`src/hw/rtl/pulser_control_registers_assert.svh`:
```
// Assertion macros shared by the pulse generator register block.
// Each macro expects clk_i and rst_ni in the scope where it is used.
`ifndef PULSER_CONTROL_REGISTERS_ASSERT_SVH
`define PULSER_CONTROL_REGISTERS_ASSERT_SVH

// Same-cycle implication, disabled during reset.
`define PCR_ASSERT_IMP(name, pre, post) \
  name: assert property (@(posedge clk_i) disable iff (!rst_ni) (pre) |-> (post)) \
    else $error("pcr assertion failed");

// Next-cycle implication, disabled during reset.
`define PCR_ASSERT_NXT(name, pre, post) \
  name: assert property (@(posedge clk_i) disable iff (!rst_ni) (pre) |=> (post)) \
    else $error("pcr assertion failed");

`endif

```
`src/hw/rtl/pcr_pkg.sv`:
```
// Package of the pulse generator register block: codes, types and the
// duration and duty clamp functions. No dependencies.
package pcr_pkg;

  localparam int unsigned COUNT_WIDTH_DEF = 16;
  localparam logic [15:0] WDOG_RESET = 16'd1000;
  localparam logic [15:0] TICK_MAX = 16'hffff;

  // Item kinds.
  localparam logic [2:0] KIND_WRITE = 3'd0;
  localparam logic [2:0] KIND_READ  = 3'd1;
  localparam logic [2:0] KIND_CUT   = 3'd2;
  localparam logic [2:0] KIND_PROBE = 3'd3;
  localparam logic [2:0] KIND_TICK  = 3'd4;
  localparam logic [2:0] KIND_FAULT = 3'd5;

  // Register addresses.
  localparam logic [7:0] A_CTRL  = 8'h01;
  localparam logic [7:0] A_MODE  = 8'h02;
  localparam logic [7:0] A_CURR  = 8'h03;
  localparam logic [7:0] A_DUR   = 8'h04;
  localparam logic [7:0] A_DUTY  = 8'h05;
  localparam logic [7:0] A_RES0  = 8'h08;
  localparam logic [7:0] A_RES1  = 8'h09;
  localparam logic [7:0] A_FAULT = 8'h10;

  // Cut window outcomes.
  localparam logic [1:0] OUT_OPEN  = 2'd0;
  localparam logic [1:0] OUT_SHORT = 2'd1;
  localparam logic [1:0] OUT_GOOD  = 2'd2;

  localparam logic [6:0] DUR_RESET  = 7'h42;
  localparam logic [7:0] DUTY_RESET = 8'd124;
  localparam logic [7:0] DUTY_MIN   = 8'd2;

  // Commands from the controller to the datapath.
  typedef struct packed {
    logic       capture;
    logic       exec;
    logic       div_step;
    logic [1:0] step_idx;
    logic       load;
  } pcr_cmd_t;

  // Status from the datapath to the controller.
  typedef struct packed {
    logic div_req;
  } pcr_status_t;

  // Effective exponent and fraction of a duration byte.
  function automatic logic [1:0] dur_exp(input logic [6:0] b);
    return (b[6:5] == 2'd3) ? 2'd2 : b[6:5];
  endfunction

  function automatic logic [4:0] dur_frac(input logic [6:0] b);
    return (b[4:0] > 5'd19) ? 5'd19 : b[4:0];
  endfunction

  // Duration in microseconds: f/2, 5f or 50f by exponent.
  function automatic logic [9:0] decode_us(input logic [6:0] b);
    logic [9:0] f;
    f = {5'd0, dur_frac(b)};
    case (dur_exp(b))
      2'd0: return f >> 1;
      2'd1: return (f << 2) + f;
      default: return (f << 5) + (f << 4) + (f << 1);
    endcase
  endfunction

  // Clamp the duration for the current setting and re-encode it canonically.
  function automatic logic [6:0] fix_dur(input logic high, input logic [6:0] b);
    logic [4:0] f;
    f = dur_frac(b);
    if (!high) begin
      return {2'd1, 5'd2};
    end
    case (dur_exp(b))
      2'd0: return {2'd1, 5'd5};
      2'd1: return (f >= 5'd5) ? {2'd1, f} : {2'd1, 5'd5};
      default: begin
        if (f == 5'd0) begin
          return {2'd1, 5'd5};
        end else if (f == 5'd1) begin
          return {2'd1, 5'd10};
        end else begin
          return {2'd2, f};
        end
      end
    endcase
  endfunction

  // Upper duty bound for the current and duration.
  function automatic logic [7:0] duty_hi(input logic high, input logic [6:0] b);
    if (!high) begin
      return 8'd22;
    end
    return (decode_us(b) >= 10'd100) ? 8'd124 : 8'd47;
  endfunction

  function automatic logic [7:0] clamp_duty(input logic [7:0] v, input logic [7:0] hi);
    if (v < DUTY_MIN) begin
      return DUTY_MIN;
    end
    return (v > hi) ? hi : v;
  endfunction

endpackage

```
`src/hw/rtl/pcr_ctrl.sv`:
```
// Controller of the pulse generator register block: sequences capture,
// execute, ratio division and output load. Depends on pcr_pkg and the assertion header.
`include "pulser_control_registers_assert.svh"

module pcr_ctrl (
  input  logic               clk_i,
  input  logic               rst_ni,
  input  logic               s_valid_i,
  output logic               s_ready_o,
  output logic               m_valid_o,
  input  logic               m_ready_i,
  input  pcr_pkg::pcr_status_t status_i,
  output pcr_pkg::pcr_cmd_t  cmd_o
);
  import pcr_pkg::*;

  typedef enum logic [3:0] {
    S_IDLE = 4'b0001,
    S_EXEC = 4'b0010,
    S_DIV  = 4'b0100,
    S_LOAD = 4'b1000
  } state_e;

  state_e     state_q, state_d;
  logic [1:0] step_q, step_d;
  logic       mvalid_q, mvalid_d;

  // Sequencing of one beat through the datapath.
  always_comb begin
    state_d  = state_q;
    step_d   = step_q;
    mvalid_d = mvalid_q;
    cmd_o    = '0;
    cmd_o.step_idx = step_q;
    if (mvalid_q && m_ready_i) begin
      mvalid_d = 1'b0;
    end
    case (state_q)
      S_IDLE: begin
        if (s_valid_i) begin
          cmd_o.capture = 1'b1;
          state_d = S_EXEC;
        end
      end
      S_EXEC: begin
        cmd_o.exec = 1'b1;
        step_d  = 2'd2;
        state_d = S_DIV;
      end
      S_DIV: begin
        if (!status_i.div_req) begin
          state_d = S_LOAD;
        end else begin
          cmd_o.div_step = 1'b1;
          if (step_q == 2'd0) begin
            state_d = S_LOAD;
          end else begin
            step_d = step_q - 2'd1;
          end
        end
      end
      S_LOAD: begin
        if (!mvalid_q || m_ready_i) begin
          cmd_o.load = 1'b1;
          mvalid_d = 1'b1;
          state_d  = S_IDLE;
        end
      end
      default: state_d = S_IDLE;
    endcase
  end

  always_ff @(posedge clk_i or negedge rst_ni) begin
    if (!rst_ni) begin
      state_q  <= S_IDLE;
      step_q   <= 2'd0;
      mvalid_q <= 1'b0;
    end else begin
      state_q  <= state_d;
      step_q   <= step_d;
      mvalid_q <= mvalid_d;
    end
  end

  assign s_ready_o = (state_q == S_IDLE);
  assign m_valid_o = mvalid_q;

  `PCR_ASSERT_NXT(a_accept_exec, s_valid_i && s_ready_o, state_q == S_EXEC)
  `PCR_ASSERT_NXT(a_exec_div, state_q == S_EXEC, state_q == S_DIV)
  `PCR_ASSERT_NXT(a_last_step_load, cmd_o.div_step && step_q == 2'd0, state_q == S_LOAD)

endmodule

```
`src/hw/rtl/pcr_datapath.sv`:
```
// Datapath of the pulse generator register block: item capture, register
// state, counters, ratio divider and output register. Depends on pcr_pkg.
module pcr_datapath #(
  parameter int unsigned CountWidth = pcr_pkg::COUNT_WIDTH_DEF
) (
  input  logic                clk_i,
  input  logic                rst_ni,
  input  pcr_pkg::pcr_cmd_t   cmd_i,
  output pcr_pkg::pcr_status_t status_o,
  input  logic [23:0]         in_data_i,
  input  logic [2:0]          in_kind_i,
  input  logic [15:0]         timeout_i,
  output logic [31:0]         out_data_o
);
  import pcr_pkg::*;

  localparam int unsigned NW = CountWidth + 2;
  localparam int unsigned RW = CountWidth + 3;
  localparam int unsigned TW = CountWidth + 5;
  localparam logic [CountWidth-1:0] CNT_MAX = {CountWidth{1'b1}};

  // Captured item.
  logic [2:0] kind_q;
  logic [7:0] addr_q, wdata_q;
  logic [1:0] outc_q;
  logic       cond_q;

  // Block state.
  logic run_q, run_d, mode_q, mode_d, cur_q, cur_d;
  logic fault_q, fault_d, wd_q, wd_d, probe_q, probe_d;
  logic [6:0] dur_q, dur_d;
  logic [7:0] duty_q, duty_d, r1_q, r1_d, rd_q, rd_d;
  logic [15:0] ticks_q, ticks_d, ticks_inc;
  logic [CountWidth-1:0] open_q, open_d, short_q, short_d, good_q, good_d;

  // Ratio divider.
  logic [RW-1:0] rem_o_q, rem_o_d, rem_s_q, rem_s_d;
  logic [NW-1:0] div_n_q, div_n_d, n_sum;
  logic [2:0]    qo_q, qo_d, qs_q, qs_d;
  logic          res_div_q, res_div_d;
  logic [TW-1:0] trial, ext_o, ext_s;
  logic [31:0]   out_q;
  logic [7:0]    rd_final;

  // Item capture.
  always_ff @(posedge clk_i) begin
    if (cmd_i.capture) begin
      kind_q  <= in_kind_i;
      addr_q  <= in_data_i[7:0];
      wdata_q <= in_data_i[15:8];
      outc_q  <= in_data_i[17:16];
      cond_q  <= in_data_i[18];
    end
  end

  assign n_sum = {2'b0, open_q} + {2'b0, short_q} + {2'b0, good_q};
  assign ticks_inc = (ticks_q < TICK_MAX) ? ticks_q + 16'd1 : ticks_q;
  assign trial = {3'b0, div_n_q} << cmd_i.step_idx;
  assign ext_o = {2'b0, rem_o_q};
  assign ext_s = {2'b0, rem_s_q};

  // Item execution and divider steps.
  always_comb begin
    run_d = run_q; mode_d = mode_q; cur_d = cur_q; fault_d = fault_q;
    wd_d = wd_q; probe_d = probe_q; dur_d = dur_q; duty_d = duty_q;
    r1_d = r1_q; rd_d = rd_q; ticks_d = ticks_q;
    open_d = open_q; short_d = short_q; good_d = good_q;
    rem_o_d = rem_o_q; rem_s_d = rem_s_q; div_n_d = div_n_q;
    qo_d = qo_q; qs_d = qs_q; res_div_d = res_div_q;
    if (cmd_i.exec) begin
      rd_d = 8'd0;
      res_div_d = 1'b0;
      case (kind_q)
        KIND_WRITE: begin
          if (addr_q == A_CTRL) begin
            if (!wdata_q[0]) begin
              run_d = 1'b0;
            end else if (!run_q && !fault_q) begin
              run_d = 1'b1;
              ticks_d = 16'd0;
              probe_d = 1'b0;
              open_d = '0; short_d = '0; good_d = '0;
            end
          end else if (addr_q == A_FAULT) begin
            if (wdata_q[1]) begin
              wd_d = 1'b0;
            end
          end else if (!run_q) begin
            case (addr_q)
              A_MODE: mode_d = wdata_q[0];
              A_CURR: begin
                cur_d  = (wdata_q > 8'd5);
                dur_d  = fix_dur(cur_d, dur_q);
                duty_d = clamp_duty(duty_q, duty_hi(cur_d, dur_d));
              end
              A_DUR: begin
                dur_d  = fix_dur(cur_q, wdata_q[6:0]);
                duty_d = clamp_duty(duty_q, duty_hi(cur_q, dur_d));
              end
              A_DUTY: duty_d = clamp_duty(wdata_q, duty_hi(cur_q, dur_q));
              default: ;
            endcase
          end
        end
        KIND_READ: begin
          case (addr_q)
            A_CTRL:  rd_d = {7'd0, run_q};
            A_MODE:  rd_d = {7'd0, mode_q};
            A_CURR:  rd_d = cur_q ? 8'd10 : 8'd1;
            A_DUR:   rd_d = {1'b0, dur_q};
            A_DUTY:  rd_d = duty_q;
            A_RES1:  rd_d = r1_q;
            A_FAULT: rd_d = {6'd0, wd_q, fault_q};
            A_RES0: begin
              ticks_d = 16'd0;
              if (!mode_q) begin
                rd_d = {fault_q, 6'd0, probe_q};
                r1_d = 8'd0;
              end else begin
                r1_d = (good_q > CountWidth'(255)) ? 8'd255 : good_q[7:0];
                open_d = '0; short_d = '0; good_d = '0;
                if (n_sum == '0) begin
                  rd_d = {fault_q, 1'b0, 3'd7, 3'd0};
                end else begin
                  res_div_d = 1'b1;
                  div_n_d = n_sum;
                  rem_o_d = {open_q, 3'b0} - {3'b0, open_q};
                  rem_s_d = {short_q, 3'b0} - {3'b0, short_q};
                  qo_d = 3'd0;
                  qs_d = 3'd0;
                end
              end
            end
            default: rd_d = 8'd0;
          endcase
        end
        KIND_CUT: begin
          if (run_q && mode_q) begin
            case (outc_q)
              OUT_OPEN:  if (open_q != CNT_MAX) open_d = open_q + 1'b1;
              OUT_SHORT: if (short_q != CNT_MAX) short_d = short_q + 1'b1;
              OUT_GOOD:  if (good_q != CNT_MAX) good_d = good_q + 1'b1;
              default: ;
            endcase
          end
        end
        KIND_PROBE: begin
          if (run_q && !mode_q && cond_q) begin
            probe_d = 1'b1;
            run_d = 1'b0;
          end
        end
        KIND_TICK: begin
          ticks_d = ticks_inc;
          if (run_q && ticks_inc >= timeout_i) begin
            wd_d = 1'b1;
            run_d = 1'b0;
          end
        end
        KIND_FAULT: begin
          fault_d = 1'b1;
          run_d = 1'b0;
        end
        default: ;
      endcase
    end
    // One restoring step per cycle for both ratios.
    if (cmd_i.div_step) begin
      if (ext_o >= trial) begin
        rem_o_d = RW'(ext_o - trial);
        qo_d[cmd_i.step_idx] = 1'b1;
      end
      if (ext_s >= trial) begin
        rem_s_d = RW'(ext_s - trial);
        qs_d[cmd_i.step_idx] = 1'b1;
      end
    end
  end

  always_ff @(posedge clk_i or negedge rst_ni) begin
    if (!rst_ni) begin
      run_q <= 1'b0; mode_q <= 1'b0; cur_q <= 1'b1; fault_q <= 1'b0;
      wd_q <= 1'b0; probe_q <= 1'b0; dur_q <= DUR_RESET; duty_q <= DUTY_RESET;
      r1_q <= 8'd0; ticks_q <= 16'd0;
      open_q <= '0; short_q <= '0; good_q <= '0;
      res_div_q <= 1'b0;
    end else begin
      run_q <= run_d; mode_q <= mode_d; cur_q <= cur_d; fault_q <= fault_d;
      wd_q <= wd_d; probe_q <= probe_d; dur_q <= dur_d; duty_q <= duty_d;
      r1_q <= r1_d; ticks_q <= ticks_d;
      open_q <= open_d; short_q <= short_d; good_q <= good_d;
      res_div_q <= res_div_d;
    end
  end

  // Divider and read payload registers.
  always_ff @(posedge clk_i) begin
    rem_o_q <= rem_o_d;
    rem_s_q <= rem_s_d;
    div_n_q <= div_n_d;
    qo_q    <= qo_d;
    qs_q    <= qs_d;
    rd_q    <= rd_d;
  end

  assign rd_final = res_div_q ? {fault_q, 1'b0, qo_q, qs_q} : rd_q;

  // Output register.
  always_ff @(posedge clk_i) begin
    if (cmd_i.load) begin
      out_q <= {3'b0, duty_q, decode_us(dur_q), cur_q, mode_q, run_q, rd_final};
    end
  end

  assign out_data_o = out_q;
  assign status_o.div_req = res_div_q;

endmodule

```
`src/hw/rtl/pulser_control_registers.sv`:
```
// Top level of the pulse generator register block: stream ports, the APB
// configuration register, controller and datapath. Depends on pcr_pkg.

// One input beat yields one result beat. An item passes the execute, divide and
// load states after acceptance; for a cut mode RES0 read with windows counted,
// a restoring divider forms both ratio bits at one quotient bit a cycle. The
// input is taken again as soon as the item is in the output register. A result
// that waits there holds the next item at its load step, and the input stays
// closed until that load. APB register 0 at address 0 is the watchdog timeout
// in ticks; users must write it only while the block is idle, which is unchecked.
module pulser_control_registers #(
  parameter int unsigned COUNT_WIDTH = pcr_pkg::COUNT_WIDTH_DEF
) (
  input  logic        clk_i,
  input  logic        rst_ni,
  input  logic        s_axis_tvalid,
  output logic        s_axis_tready,
  // reg_addr[7:0], write_data[15:8], window_outcome[17:16], probe_conducted[18]
  input  logic [23:0] s_axis_tdata,
  // kind[2:0]
  input  logic [2:0]  s_axis_tuser,
  output logic        m_axis_tvalid,
  input  logic        m_axis_tready,
  // read_data[7:0], running[8], cut_mode[9], use_high_current[10],
  // pulse_duration_us[20:11], duty_code[28:21]
  output logic [31:0] m_axis_tdata,
  input  logic        psel,
  input  logic        penable,
  input  logic        pwrite,
  input  logic [2:0]  paddr,
  input  logic [31:0] pwdata,
  output logic [31:0] prdata,
  output logic        pready
);
  import pcr_pkg::*;

  pcr_cmd_t    cmd;
  pcr_status_t status;
  logic [15:0] timeout_q;

  // Watchdog timeout register.
  always_ff @(posedge clk_i or negedge rst_ni) begin
    if (!rst_ni) begin
      timeout_q <= WDOG_RESET;
    end else if (psel && penable && pwrite && (paddr[2] == 1'b0)) begin
      timeout_q <= pwdata[15:0];
    end
  end

  assign pready = 1'b1;
  assign prdata = (paddr[2] == 1'b0) ? {16'd0, timeout_q} : 32'd0;

  pcr_ctrl u_ctrl (
    .clk_i     (clk_i),
    .rst_ni    (rst_ni),
    .s_valid_i (s_axis_tvalid),
    .s_ready_o (s_axis_tready),
    .m_valid_o (m_axis_tvalid),
    .m_ready_i (m_axis_tready),
    .status_i  (status),
    .cmd_o     (cmd)
  );

  pcr_datapath #(
    .CountWidth (COUNT_WIDTH)
  ) u_datapath (
    .clk_i      (clk_i),
    .rst_ni     (rst_ni),
    .cmd_i      (cmd),
    .status_o   (status),
    .in_data_i  (s_axis_tdata),
    .in_kind_i  (s_axis_tuser),
    .timeout_i  (timeout_q),
    .out_data_o (m_axis_tdata)
  );

endmodule

```
`config.mk`:
```
export PLATFORM = sky130hd
export DESIGN_NAME = pulser_control_registers
export DESIGN_NICKNAME = d
export VERILOG_FILES = /design/src/hw/rtl/pcr_pkg.sv /design/src/hw/rtl/pcr_ctrl.sv /design/src/hw/rtl/pcr_datapath.sv /design/src/hw/rtl/pulser_control_registers.sv
export VERILOG_INCLUDE_DIRS = /design/src /design/src/hw/rtl
export SDC_FILE = /design/constraint.sdc
export NUM_CORES = 1
export LEC_CHECK = 0
export ABC_AREA = 1
export BUFFER_PORTS_ARGS = -buffer_cell sky130_fd_sc_hd__buf_2
export CORE_ASPECT_RATIO = 0.8
export CORE_MARGIN = 10
export CORE_UTILIZATION = 55
export DETAILED_ROUTE_END_ITERATION = 7
export PLACE_DENSITY = 0.75
export SYNTH_ARGS = -nofsm -noshare
export SYNTH_HDL_FRONTEND = slang
export SYNTH_SLANG_ARGS = --single-unit
```
`constraint.sdc`:
```
create_clock -name clk_i -period 13.15 [get_ports clk_i]
set_clock_uncertainty 0.15 [all_clocks]
set_input_delay 2.63 -clock clk_i [delete_from_list [all_inputs] [get_ports clk_i]]
set_output_delay 2.63 -clock clk_i [all_outputs]
set_load 0.005 [all_outputs]
```
==> results of run 1 <==
[layout by cell type (no fill, tap or decap), drive strengths merged, types with 70 or more instances in the layout]
master	Yosys	final
a21oi	152	152
edfxtp	77	77
nand3	224	224
nor2	245	245
dfrtp	102	102
ha	174	174
nand2	653	653
inv	402	406
buf	48	101
nand4	70	70
xor2	77	77
o21ai	183	183
[power by group through the flow]
stage | Clock [W] | Sequential (W) | Combinational [W]
finish | 0.000758 | 0.000884 | 0.00112
global route | 0.000799 | 0.000891 | 0.00125
CTS | 0.000766 | 0.000883 | 0.00110
detailed placement | 0 | 0.000897 | 0.00109
global placement | 0 | 0.000895 | 0.00107
floorplan | 0 | 0.000868 | 0.000849
[area by class of cell]
| cell class | instances | area [um^2] | share of cell area, % |
|---|---|---|---|
| multi-input cells | 2066 | 11800 | 54.9 |
| inverters | 405 | 1520 | 7.09 |
| flip-flops and latches | 238 | 6140 | 28.6 |
| clock inverters | 17 | 158 | 0.735 |
| diodes | 1 | 2.50 | 0.0117 |
| well taps | 480 | 601 | 2.80 |
| repair buffers | 101 | 531 | 2.47 |
| clock buffers | 33 | 718 | 3.35 |
[state kept, by name, summed over array words and instances (netlist names), 16 cells and up]
| signal | flops |
|---|---|
| u_datapath.rem_o_q | 19 |
| u_datapath.good_q | 16 |
| u_datapath.div_n_q | 18 |
| u_datapath.ticks_q | 16 |
| timeout_q | 16 |
| u_datapath.open_q | 16 |
| u_datapath.rem_s_q | 19 |
| u_datapath.out_data_o | 29 |
| u_datapath.short_q | 16 |
[kinds of logic (layout without fill, tap and decap cells)]
family / count (synthesis) / after routing
flip-flops: 238 / 238
XOR/XNOR: 119 / 119
buffers and inverters: 479 / 556
AND/OR/NAND/NOR: 1293 / 1293
multiplexers: 3 / 3
AO/OA/AOI/OAI: 444 / 444
other: 2 / 21
adder cells (fa/ha/maj): 187 / 187
[critical path, delay by kind of cell (launching register included)]
family          cells  cell delay (ps)
simple gates       18             2900
fa+ha+maj           5             1650
compound gates      6              810
buf+inv             6              580
flops               1              500
[routing by layer]
metal / GRT usage (%) / share of wire [%] / up-vias
li1: - / - / 9315
met1: 38.2 / 49 / 8924
met2: 36.9 / 41 / 665
met3: 3.95 / 8.0 / 82
met4: 5.60 / 1.9 / 0
met5: 0 / 0 / -
[metrics by stage]
| stage | power, W | util [%] | hold WS, ps |
|---|---|---|---|
| 2_1_floorplan | 0.00172 | - | 269 |
| 3_3_place_gp | 0.00197 | 57.6 | 288 |
| 3_5_place_dp | 0.00199 | 57.6 | 296 |
| 4_1_cts | 0.00275 | 60.1 | 306 |
| 5_1_grt | 0.00293 | 60.1 | 338 |
| 6_report | 0.00276 | 60.1 | 306 |
[worst max path at each step]
| stage | from | end | slack [ps] | depth (start not counted) |
|---|---|---|---|---|
| 2_1_floorplan | paddr[2] | prdata[10] | 7150 | 3 |
| 3_3_place_gp | u_datapath.dur_q[4] | u_datapath.duty_q[0] | 6820 | 35 |
| 3_5_place_dp | u_datapath.dur_q[4] | u_datapath.duty_q[0] | 6590 | 35 |
| 4_1_cts | u_datapath.dur_q[4] | u_datapath.duty_q[0] | 6550 | 35 |
| 5_1_grt | u_datapath.dur_q[4] | u_datapath.duty_q[0] | 5870 | 35 |
| 6_report | u_datapath.dur_q[4] | u_datapath.duty_q[0] | 6440 | 35 |
==> results.tsv, run 1 <==
stage	metric	value	unit
yosys	seq_area_frac_synth	31.0	%
power_and_ir_drop	p_int	0.00164	W
yosys	synth_xor_area_share	5.26	%
yosys	syn_area_per_cell	7.16	um^2
yosys	synth.area.mux_share	0.158	%
status	status	finished, final reports clean	
global_route	grt_pass1_wl	91.3	mm
yosys	syn_inst	2765	
final_layout	fill_cells	3351	
placed_design	portBuffers	92	
placed_design	dpl.hpwl	44.7	mm
routing	wire_per_inst	17.0	um
placed_design	pre_cts_ws	6590	ps
yosys	synthAdderAreaFrac	12.3	%
power_and_ir_drop	power_density	129	mW/mm^2
floorplanning	io_pins	136	
routing	wirelength	56.9	mm
timing	period_share	51.0	%
yosys	synth_ff_type	dfrtp_1	
hold_path	hold_path_end	u_datapath.qo_q[1]	
floorplanning	core	0.0357	mm^2
floorplanning	start_util	55.5	%
yosys	synth_edf_count	77	
placed_design	place_congestion	0.973	
yosys	yosysTopAreaCellShare	12.9	%
yosys	yosysWarnings	0	
hold_path	holdCritStartpoint	u_datapath.qo_q[1]	
yosys	synth_seq_cells	238	
power_and_ir_drop	p_leak	10.9	nW
floorplanning	dieArea	0.0440	mm^2
yosys	synth-simple-area-share	28.7	%
worst_setup_path	worstPathArrival	7010	ps
final_layout	final_cells	3341	
timing	timing.final.hold_violations	0	
clock_network	cts_max_path_buffers	3	
placed_design	place_area	0.0206	mm^2
timing	drv_slew	0	
worst_setup_path	cpMostUsedCell	nand2_1	
timing	tightest_slew	1150	ps
worst_setup_path	start_kind	register	
routing	viasPerCell	5.68	
clock_network	ctsHtreeMaxLevel	1	
worst_setup_path	cp_max_fo	15	
final_layout	syn_to_final_growth	8.31	%
worst_setup_path	worstReg2RegEnd	u_datapath.duty_q[0]	
yosys	yosysUniqueCellTypes	65	
final_layout	drive_above_1_share	7.48	%
worst_setup_path	cp-end-kind	register	
routing	ant_nets	0	
timing	fin_crit	6710	ps
clock_network	postCtsSetupBuffers	0	
placed_design	place_inst	3290	
worst_setup_path	reg2reg_slack	6440	ps
worst_setup_path	reg2reg_depth	35	
yosys	async_reset_ff_share	49.2	%
clock_network	cts_resized	0	
clock_network	cts_buffers	27	
global_route	grt_pass1_vias	17550	
global_route	gr-total-overflow	0	
worst_setup_path	cp_slowest_cell	nor2_1	
power_and_ir_drop	comb_power_share	40.6	%
worst_setup_path	cp_data_required_time	13440	ps
hold_path	holdPathStages	2	
clock_network	holdBufCountCts	0	
global_route	grt_usage	25.2	%
floorplanning	die_h	190	um
timing	setup_viol	0	
run	drv_cap	0	
floorplanning	die_w	232	um
power_and_ir_drop	power_switching	0.00112	W
power_and_ir_drop	switching_share	40.5	%
worst_setup_path	worstSetupPathType	reg -> reg	
power_and_ir_drop	pwr-share-clk	27.4	%
timing	rsz0062_at_grt	no	
yosys	synth_area_leaders	dfrtp_1, nand2_1, edfxtp_1	
final_layout	fin_nets	3095	
clock_network	cts_root_buf	clkbuf_16	
worst_setup_path	cpPeakStageDelay	690	ps
power_and_ir_drop	peakVddDrop	0.107	mV
yosys	synth_top_family_by_area	simple AND/OR/NAND/NOR gates	
floorplanning	rows	62	
yosys	synthTopCellsByCount	nand2_1, inv_1, nor2_1	
clock_network	clkLatencyLatePin	560	ps
timing	timing.fmax	149	MHz
yosys	syn_area	0.0198	mm^2
final_layout	final_cell_area	0.0214	mm^2
hold_path	hp-class	reg -> reg	
yosys	synth_most_common_cell	nand2_1	
timing	timing.slew.headroom	23.1	%
routing	drcViolationCount	0	
power_and_ir_drop	pwr-share-seq	32.0	%
global_route	grt_max_degree	68	
yosys	synth_area_leader_cell	dfrtp_1	
routing	vias	18986	
routing	first_pass_iters	6	
clock_network	cts.sinks	238	
worst_setup_path	timing.rr.start	u_datapath.dur_q[4]	
yosys	synth-compound-area-share	12.7	%
timing	fin_setup_tns	0	ps
clock_network	clk_pin_slew	70	ps
timing	setup_slack	6440	ps
clock_network	cts_tree	yes	
routing	drtIter0Drc	2004	
global_route	antenna_found_initial	0	
(Power assumes the default switching activity.)
==> run 2: changes to the inputs <==
- PLACE_DENSITY: 0.75 -> 0.77
- clock period: 13.15 -> 5.64 ns (I/O delays scaled with it)
==> run 2 against run 1 <==
  * Sequential share of layout area is 0.48 points lower
  * Combinational power rose by 130%
  * Die area stayed put
  * Largest cell class unchanged
==> results.tsv, run 2 (synthesized netlist as in run 1, its figures left out) <==
stage	metric	value	unit
floorplanning	die_h	190	um
timing	timing.final.hold_violations	0	
worst_setup_path	cp-end-kind	register	
timing	setup_viol	0	
clock_network	ctsHtreeMaxLevel	1	
routing	drtIter0Drc	2012	
global_route	busiest_layer	met2	
global_route	grt_pass1_vias	18092	
placed_design	place_congestion	0.971	
hold_path	hold_path_end	u_datapath.qo_q[1]	
power_and_ir_drop	p_leak	11.1	nW
final_layout	final_cell_area	0.0218	mm^2
worst_setup_path	cp_data_required_time	5950	ps
clock_network	cts_max_path_buffers	3	
global_route	grt_pass1_wl	91.7	mm
global_route	use_met1	36.2	%
power_and_ir_drop	pwr-share-clk	29.1	%
final_layout	antennaDiodeCount	0	
power_and_ir_drop	power_density	303	mW/mm^2
worst_setup_path	timing.rr.start	u_datapath.dur_q[1]	
global_route	grt_use_met3	4.18	%
timing	hold_ws	309	ps
floorplanning	dieArea	0.0440	mm^2
hold_path	hp-class	reg -> reg	
worst_setup_path	worstPathArrival	5780	ps
hold_path	holdPathStages	2	
timing	tightest_slew	1190	ps
power_and_ir_drop	pwr-share-seq	31.1	%
power_and_ir_drop	p_int	0.00399	W
worst_setup_path	worstSetupPathType	reg -> reg	
routing	viasPerCell	5.74	
placed_design	dpl.hpwl	44.3	mm
global_route	grt_max_degree	78	
clock_network	cts_root_buf	clkbuf_16	
timing	fin_crit	5470	ps
timing	fin_setup_tns	0	ps
global_route	use_met2	38.6	%
routing	first_pass_iters	6	
worst_setup_path	cpMostUsedCell	nand2_1	
final_layout	largest_reg_flops	29	
routing	ant_nets	0	
worst_setup_path	cp_max_fo	7	
status	status	finished, final reports clean	
power_and_ir_drop	power_switching	0.00261	W
worst_setup_path	reg2reg_slack	170	ps
worst_setup_path	cpPeakStageDelay	530	ps
placed_design	place_area	0.0207	mm^2
power_and_ir_drop	comb_power_share	39.8	%
worst_setup_path	worstReg2RegEnd	u_datapath.duty_q[0]	
timing	timing.fmax	183	MHz
routing	wirelength	57.1	mm
final_layout	layout_commonest_cell	nand2_1	
power_and_ir_drop	peakVddDrop	0.259	mV
final_layout	post-route-util	61.1	%
worst_setup_path	reg2reg_depth	38	
final_layout	mostFrequentLayoutCells	nand2_1, inv_1, nor2_1	
worst_setup_path	cp_slowest_cell	dfstp_2	
timing	drv_slew	0	
run	drv_cap	0	
clock_network	cts.sinks	238	
power_and_ir_drop	switching_share	39.5	%
clock_network	clkLatencyLatePin	560	ps
final_layout	syn_to_final_growth	10.2	%
global_route	grt_usage	25.1	%
timing	period_share	97.0	%
floorplanning	die_w	232	um
worst_setup_path	start_kind	register	
global_route	gr-total-overflow	0	
clock_network	cts_buffers	27	
floorplanning	start_util	55.5	%
clock_network	cts_tree	yes	
timing	timing.slew.headroom	20.6	%
global_route	antenna_found_initial	0	
final_layout	fin_nets	3123	
floorplanning	core	0.0357	mm^2
routing	drcViolationCount	0	
hold_path	holdCritStartpoint	u_datapath.qo_q[1]	
final_layout	drive_above_1_share	9.11	%
power_and_ir_drop	total_power	0.00660	W
clock_network	clk_pin_slew	60	ps
routing	wire_per_inst	16.9	um
routing	vias	19311	
placed_design	portBuffers	92	
floorplanning	io_pins	136	
floorplanning	rows	62	
[run 2: area by class of cell]
| type | instances | area (um^2) |
|---|---|---|
| fillers | 3253 | 13900 |
| multi-input cells | 2066 | 11800 |
| flip-flops and latches | 238 | 6140 |
| inverters | 405 | 1520 |
| clock buffers | 35 | 800 |
| repair buffers | 129 | 742 |
| well taps | 480 | 601 |
| clock inverters | 14 | 173 |
[run 2: layer usage]
metal | vias up | wire length, um | share of wire [%]
li1 | 9397 | - | -
met1 | 8972 | 26100 | 46
met2 | 842 | 24500 | 43
met3 | 100 | 5250 | 9.2
met4 | 0 | 1220 | 2.1
met5 | - | 0 | 0
[run 2: metrics by stage]
step / std cells / worst slack, ps
CTS: 3360 / 46.8
global route: 3367 / -149
global placement: 3311 / 212
floorplan: 2783 / 389
finish: 3367 / 167
detailed placement: 3311 / -31.1
[run 2: power groups by stage]
stage	combinational (W)	sequential (W)	clock [W]
after global routing	0.00294	0.00207	0.00200
final	0.00263	0.00205	0.00192
after global placement	0.00251	0.00208	0
after detailed placement	0.00255	0.00208	0
after floorplan	0.00198	0.00202	0
after CTS	0.00257	0.00205	0.00195
[run 2: worst max-delay path: cells and delay by family, from the launching register on]
family | cells | cell delay, ps
compound gates | 5 | 580
fa+ha+maj | 5 | 1530
buf+inv | 7 | 590
flops | 1 | 530
simple gates | 21 | 1980
[run 2: worst max path at each step]
stage	startpoint	end	slack (ps)
after CTS	u_datapath.dur_q[1]	u_datapath.duty_q[0]	50
final	u_datapath.dur_q[1]	u_datapath.duty_q[0]	170
after global placement	u_datapath.dur_q[2]	u_datapath.duty_q[1]	210
after global routing	u_datapath.dur_q[1]	u_datapath.duty_q[0]	-150
after floorplan	u_datapath.dur_q[2]	u_datapath.duty_q[1]	390
after detailed placement	u_datapath.dur_q[2]	u_datapath.duty_q[0]	-30
[run 2: timing repair]
action	in CTS	in global routing
gates resized for setup	2	24
cloned	0	1
hold buffers	0	0
hold endpoints to repair	0	0
buffers inserted	0	6
endpoints found under the setup margin	3	8
pin swaps	0	6
==> run 3: changes to the inputs <==
- CORE_UTILIZATION: 55 -> 45
- PLACE_DENSITY: 0.77 -> 0.66
==> run 3 against run 2 <==
  * Register-to-register slack improved by 230 ps
  * Fmax rose by 4.4%
  * Sequential share of layout area fell by 0.46 points
  * Hold slack improved by 19 ps
  * Global-route usage fell by 3.5 points
  * Clock power rose by 8%
  * Largest power group unchanged
  * Highest routed layer unchanged
==> results.tsv, run 3 (synthesized netlist as in run 1, its figures left out) <==
stage	metric	value	unit
routing	wl_met3	4.44	mm
hold_path	holdCritStartpoint	u_datapath.qs_q[0]	
worst_setup_path	cp_max_fo	8	
power_and_ir_drop	switching_share	39.3	%
timing	fin_crit	5240	ps
final_layout	largest_reg_flops	29	
placed_design	portBuffers	92	
clock_network	cts_tree	yes	
power_and_ir_drop	power_density	311	mW/mm^2
power_and_ir_drop	comb_power_share	40.3	%
worst_setup_path	worstSetupPathType	reg -> reg	
routing	viasPerCell	5.49	
final_layout	regArea	0.00614	mm^2
hold_path	hold_path_end	u_datapath.qs_q[0]	
routing	drtIter0Drc	1757	
final_layout	antennaDiodeCount	0	
timing	period_share	92.9	%
global_route	grt_max_degree	52	
worst_setup_path	timing.rr.start	u_datapath.dur_q[1]	
clock_network	cts_root_buf	clkbuf_16	
final_layout	multi_input_area	0.0118	mm^2
final_layout	fin_nets	3142	
clock_network	cts_buffers	28	
timing	timing.final.hold_violations	0	
worst_setup_path	reg2reg_depth	38	
worst_setup_path	cp_slowest_cell	dfstp_2	
worst_setup_path	cp-end-kind	register	
power_and_ir_drop	pwr-share-seq	29.5	%
placed_design	dpl.hpwl	46.3	mm
routing	routed.top_layer	met4	
clock_network	holdBufCountCts	0	
final_layout	drive_above_1_share	9.70	%
timing	hold_ws	328	ps
routing	vias	19052	
worst_setup_path	cpMostUsedCell	nand2_1	
clock_network	cts_max_path_buffers	3	
final_layout	post-route-util	51.2	%
hold_path	hp-class	reg -> reg	
timing	drv_slew	0	
floorplanning	rows	68	
worst_setup_path	worstReg2RegEnd	u_datapath.duty_q[1]	
worst_setup_path	reg2reg_slack	400	ps
power_and_ir_drop	power_switching	0.00271	W
power_and_ir_drop	p_int	0.00418	W
routing	drcViolationCount	0	
floorplanning	core	0.0433	mm^2
clock_network	ctsHtreeMaxLevel	1	
final_layout	mostFrequentLayoutCells	nand2_1, inv_1, nor2_1	
clock_network	clkLatencyLatePin	570	ps
worst_setup_path	cpPeakStageDelay	530	ps
global_route	antenna_found_initial	0	
routing	wirelength	58.3	mm
worst_setup_path	start_kind	register	
clock_network	clk_pin_slew	60	ps
power_and_ir_drop	pwr-share-clk	30.2	%
final_layout	syn_to_final_growth	12.0	%
run	drv_cap	0	
floorplanning	start_util	45.7	%
floorplanning	die_h	208	um
routing	first_pass_iters	7	
routing	wl_met2	24.8	mm
routing	wire_per_inst	16.8	um
floorplanning	io_pins	136	
timing	setup_viol	0	
worst_setup_path	cp_data_required_time	5950	ps
floorplanning	die_w	255	um
timing	tightest_slew	1100	ps
timing	timing.slew.headroom	26.4	%
routing	wl_met1	28.3	mm
placed_design	place_congestion	0.968	
timing	timing.fmax	191	MHz
status	status	finished, final reports clean	
final_layout	layout_commonest_cell	nand2_1	
final_layout	fill_cells	4187	
power_and_ir_drop	peakVddDrop	0.225	mV
global_route	grt_pass1_wl	94.2	mm
clock_network	cts.sinks	238	
global_route	grt_pass1_vias	17708	
global_route	gr-total-overflow	0	
worst_setup_path	worstPathArrival	5550	ps
power_and_ir_drop	p_leak	11.2	nW
floorplanning	dieArea	0.0528	mm^2
global_route	grt_usage	21.5	%
hold_path	holdPathStages	2	
routing	ant_nets	0	
## run 3: changes by cell type in the layout (fill, tap and decap cells not counted), moves of 2 or more
| cell | change |
|---|---|
| inv_6 | +2 |
| buf_12 | +2 |
| clkinvlp_4 | -4 |
| inv_2 | -2 |
| buf_4 | +17 |
| ha_1 | -2 |
| inv_1 | +2 |
| clkinv_1 | +2 |
| ha_2 | +2 |
| bufinv_16 | +3 |
## run 3: cell type report
cell class                 count  area share, %
clock inverter                17           1.15
inverter                     405           6.85
tap                          560           3.16
sequential                   238           27.7
multi-input combinational   2066           53.4
clock buffer                  35           3.60
timing repair buffer         147           4.14
## run 3: power groups by stage
stage                     logic (W)  registers, W  clock network [W]
after detailed placement    0.00269       0.00206                  0
after global placement      0.00267       0.00206                  0
after floorplan             0.00198       0.00202                  0
after CTS                   0.00270       0.00203            0.00213
final                       0.00278       0.00203            0.00208
after global routing        0.00308       0.00204            0.00219
## run 3: critical path, delay by kind of cell (launching register included)
family / cells / cell delay, ps
AOI/OAI and AO/OA: 5 / 560
adders and majority gates: 5 / 1450
buffers and inverters: 7 / 560
DFF: 1 / 530
and+or+nand+nor: 21 / 1890
## run 3: what timing repair did
item / in CTS / in global routing
setup endpoints to repair: 0 / 8
endpoints found under the hold margin: 0 / 0
resized for setup: 0 / 24
setup buffers: 0 / 7
## run 3: worst max path at each step
| stage | from | to | cells after the start |
|---|---|---|---|
| finish | u_datapath.dur_q[1] | u_datapath.duty_q[1] | 38 |
| global route | u_datapath.dur_q[1] | u_datapath.duty_q[0] | 36 |
| CTS | u_datapath.dur_q[2] | u_datapath.duty_q[0] | 36 |
| detailed placement | u_datapath.dur_q[2] | u_datapath.duty_q[1] | 36 |
| global placement | u_datapath.dur_q[2] | u_datapath.duty_q[1] | 36 |
| floorplan | u_datapath.dur_q[2] | u_datapath.duty_q[1] | 35 |
## run 3: per-stage QoR
step                      cells  setup slack, ps  setup TNS (ps)  instance area, um^2  power (W)
final                      3468              400               0                22200    0.00689
after global routing       3468            -46.2            -147                22200    0.00731
after CTS                  3460              105               0                22000    0.00686
after detailed placement   3408              128               0                21000    0.00475
after global placement     3408              136               0                21000    0.00473
after floorplan            2783              389               0                19900    0.00400
## run 3: routing by layer
layer	track usage, %	vias to the layer above
met2	32.0	625
met5	0	-
met4	3.74	0
met3	2.67	58
li1	-	9412
met1	32.8	8957
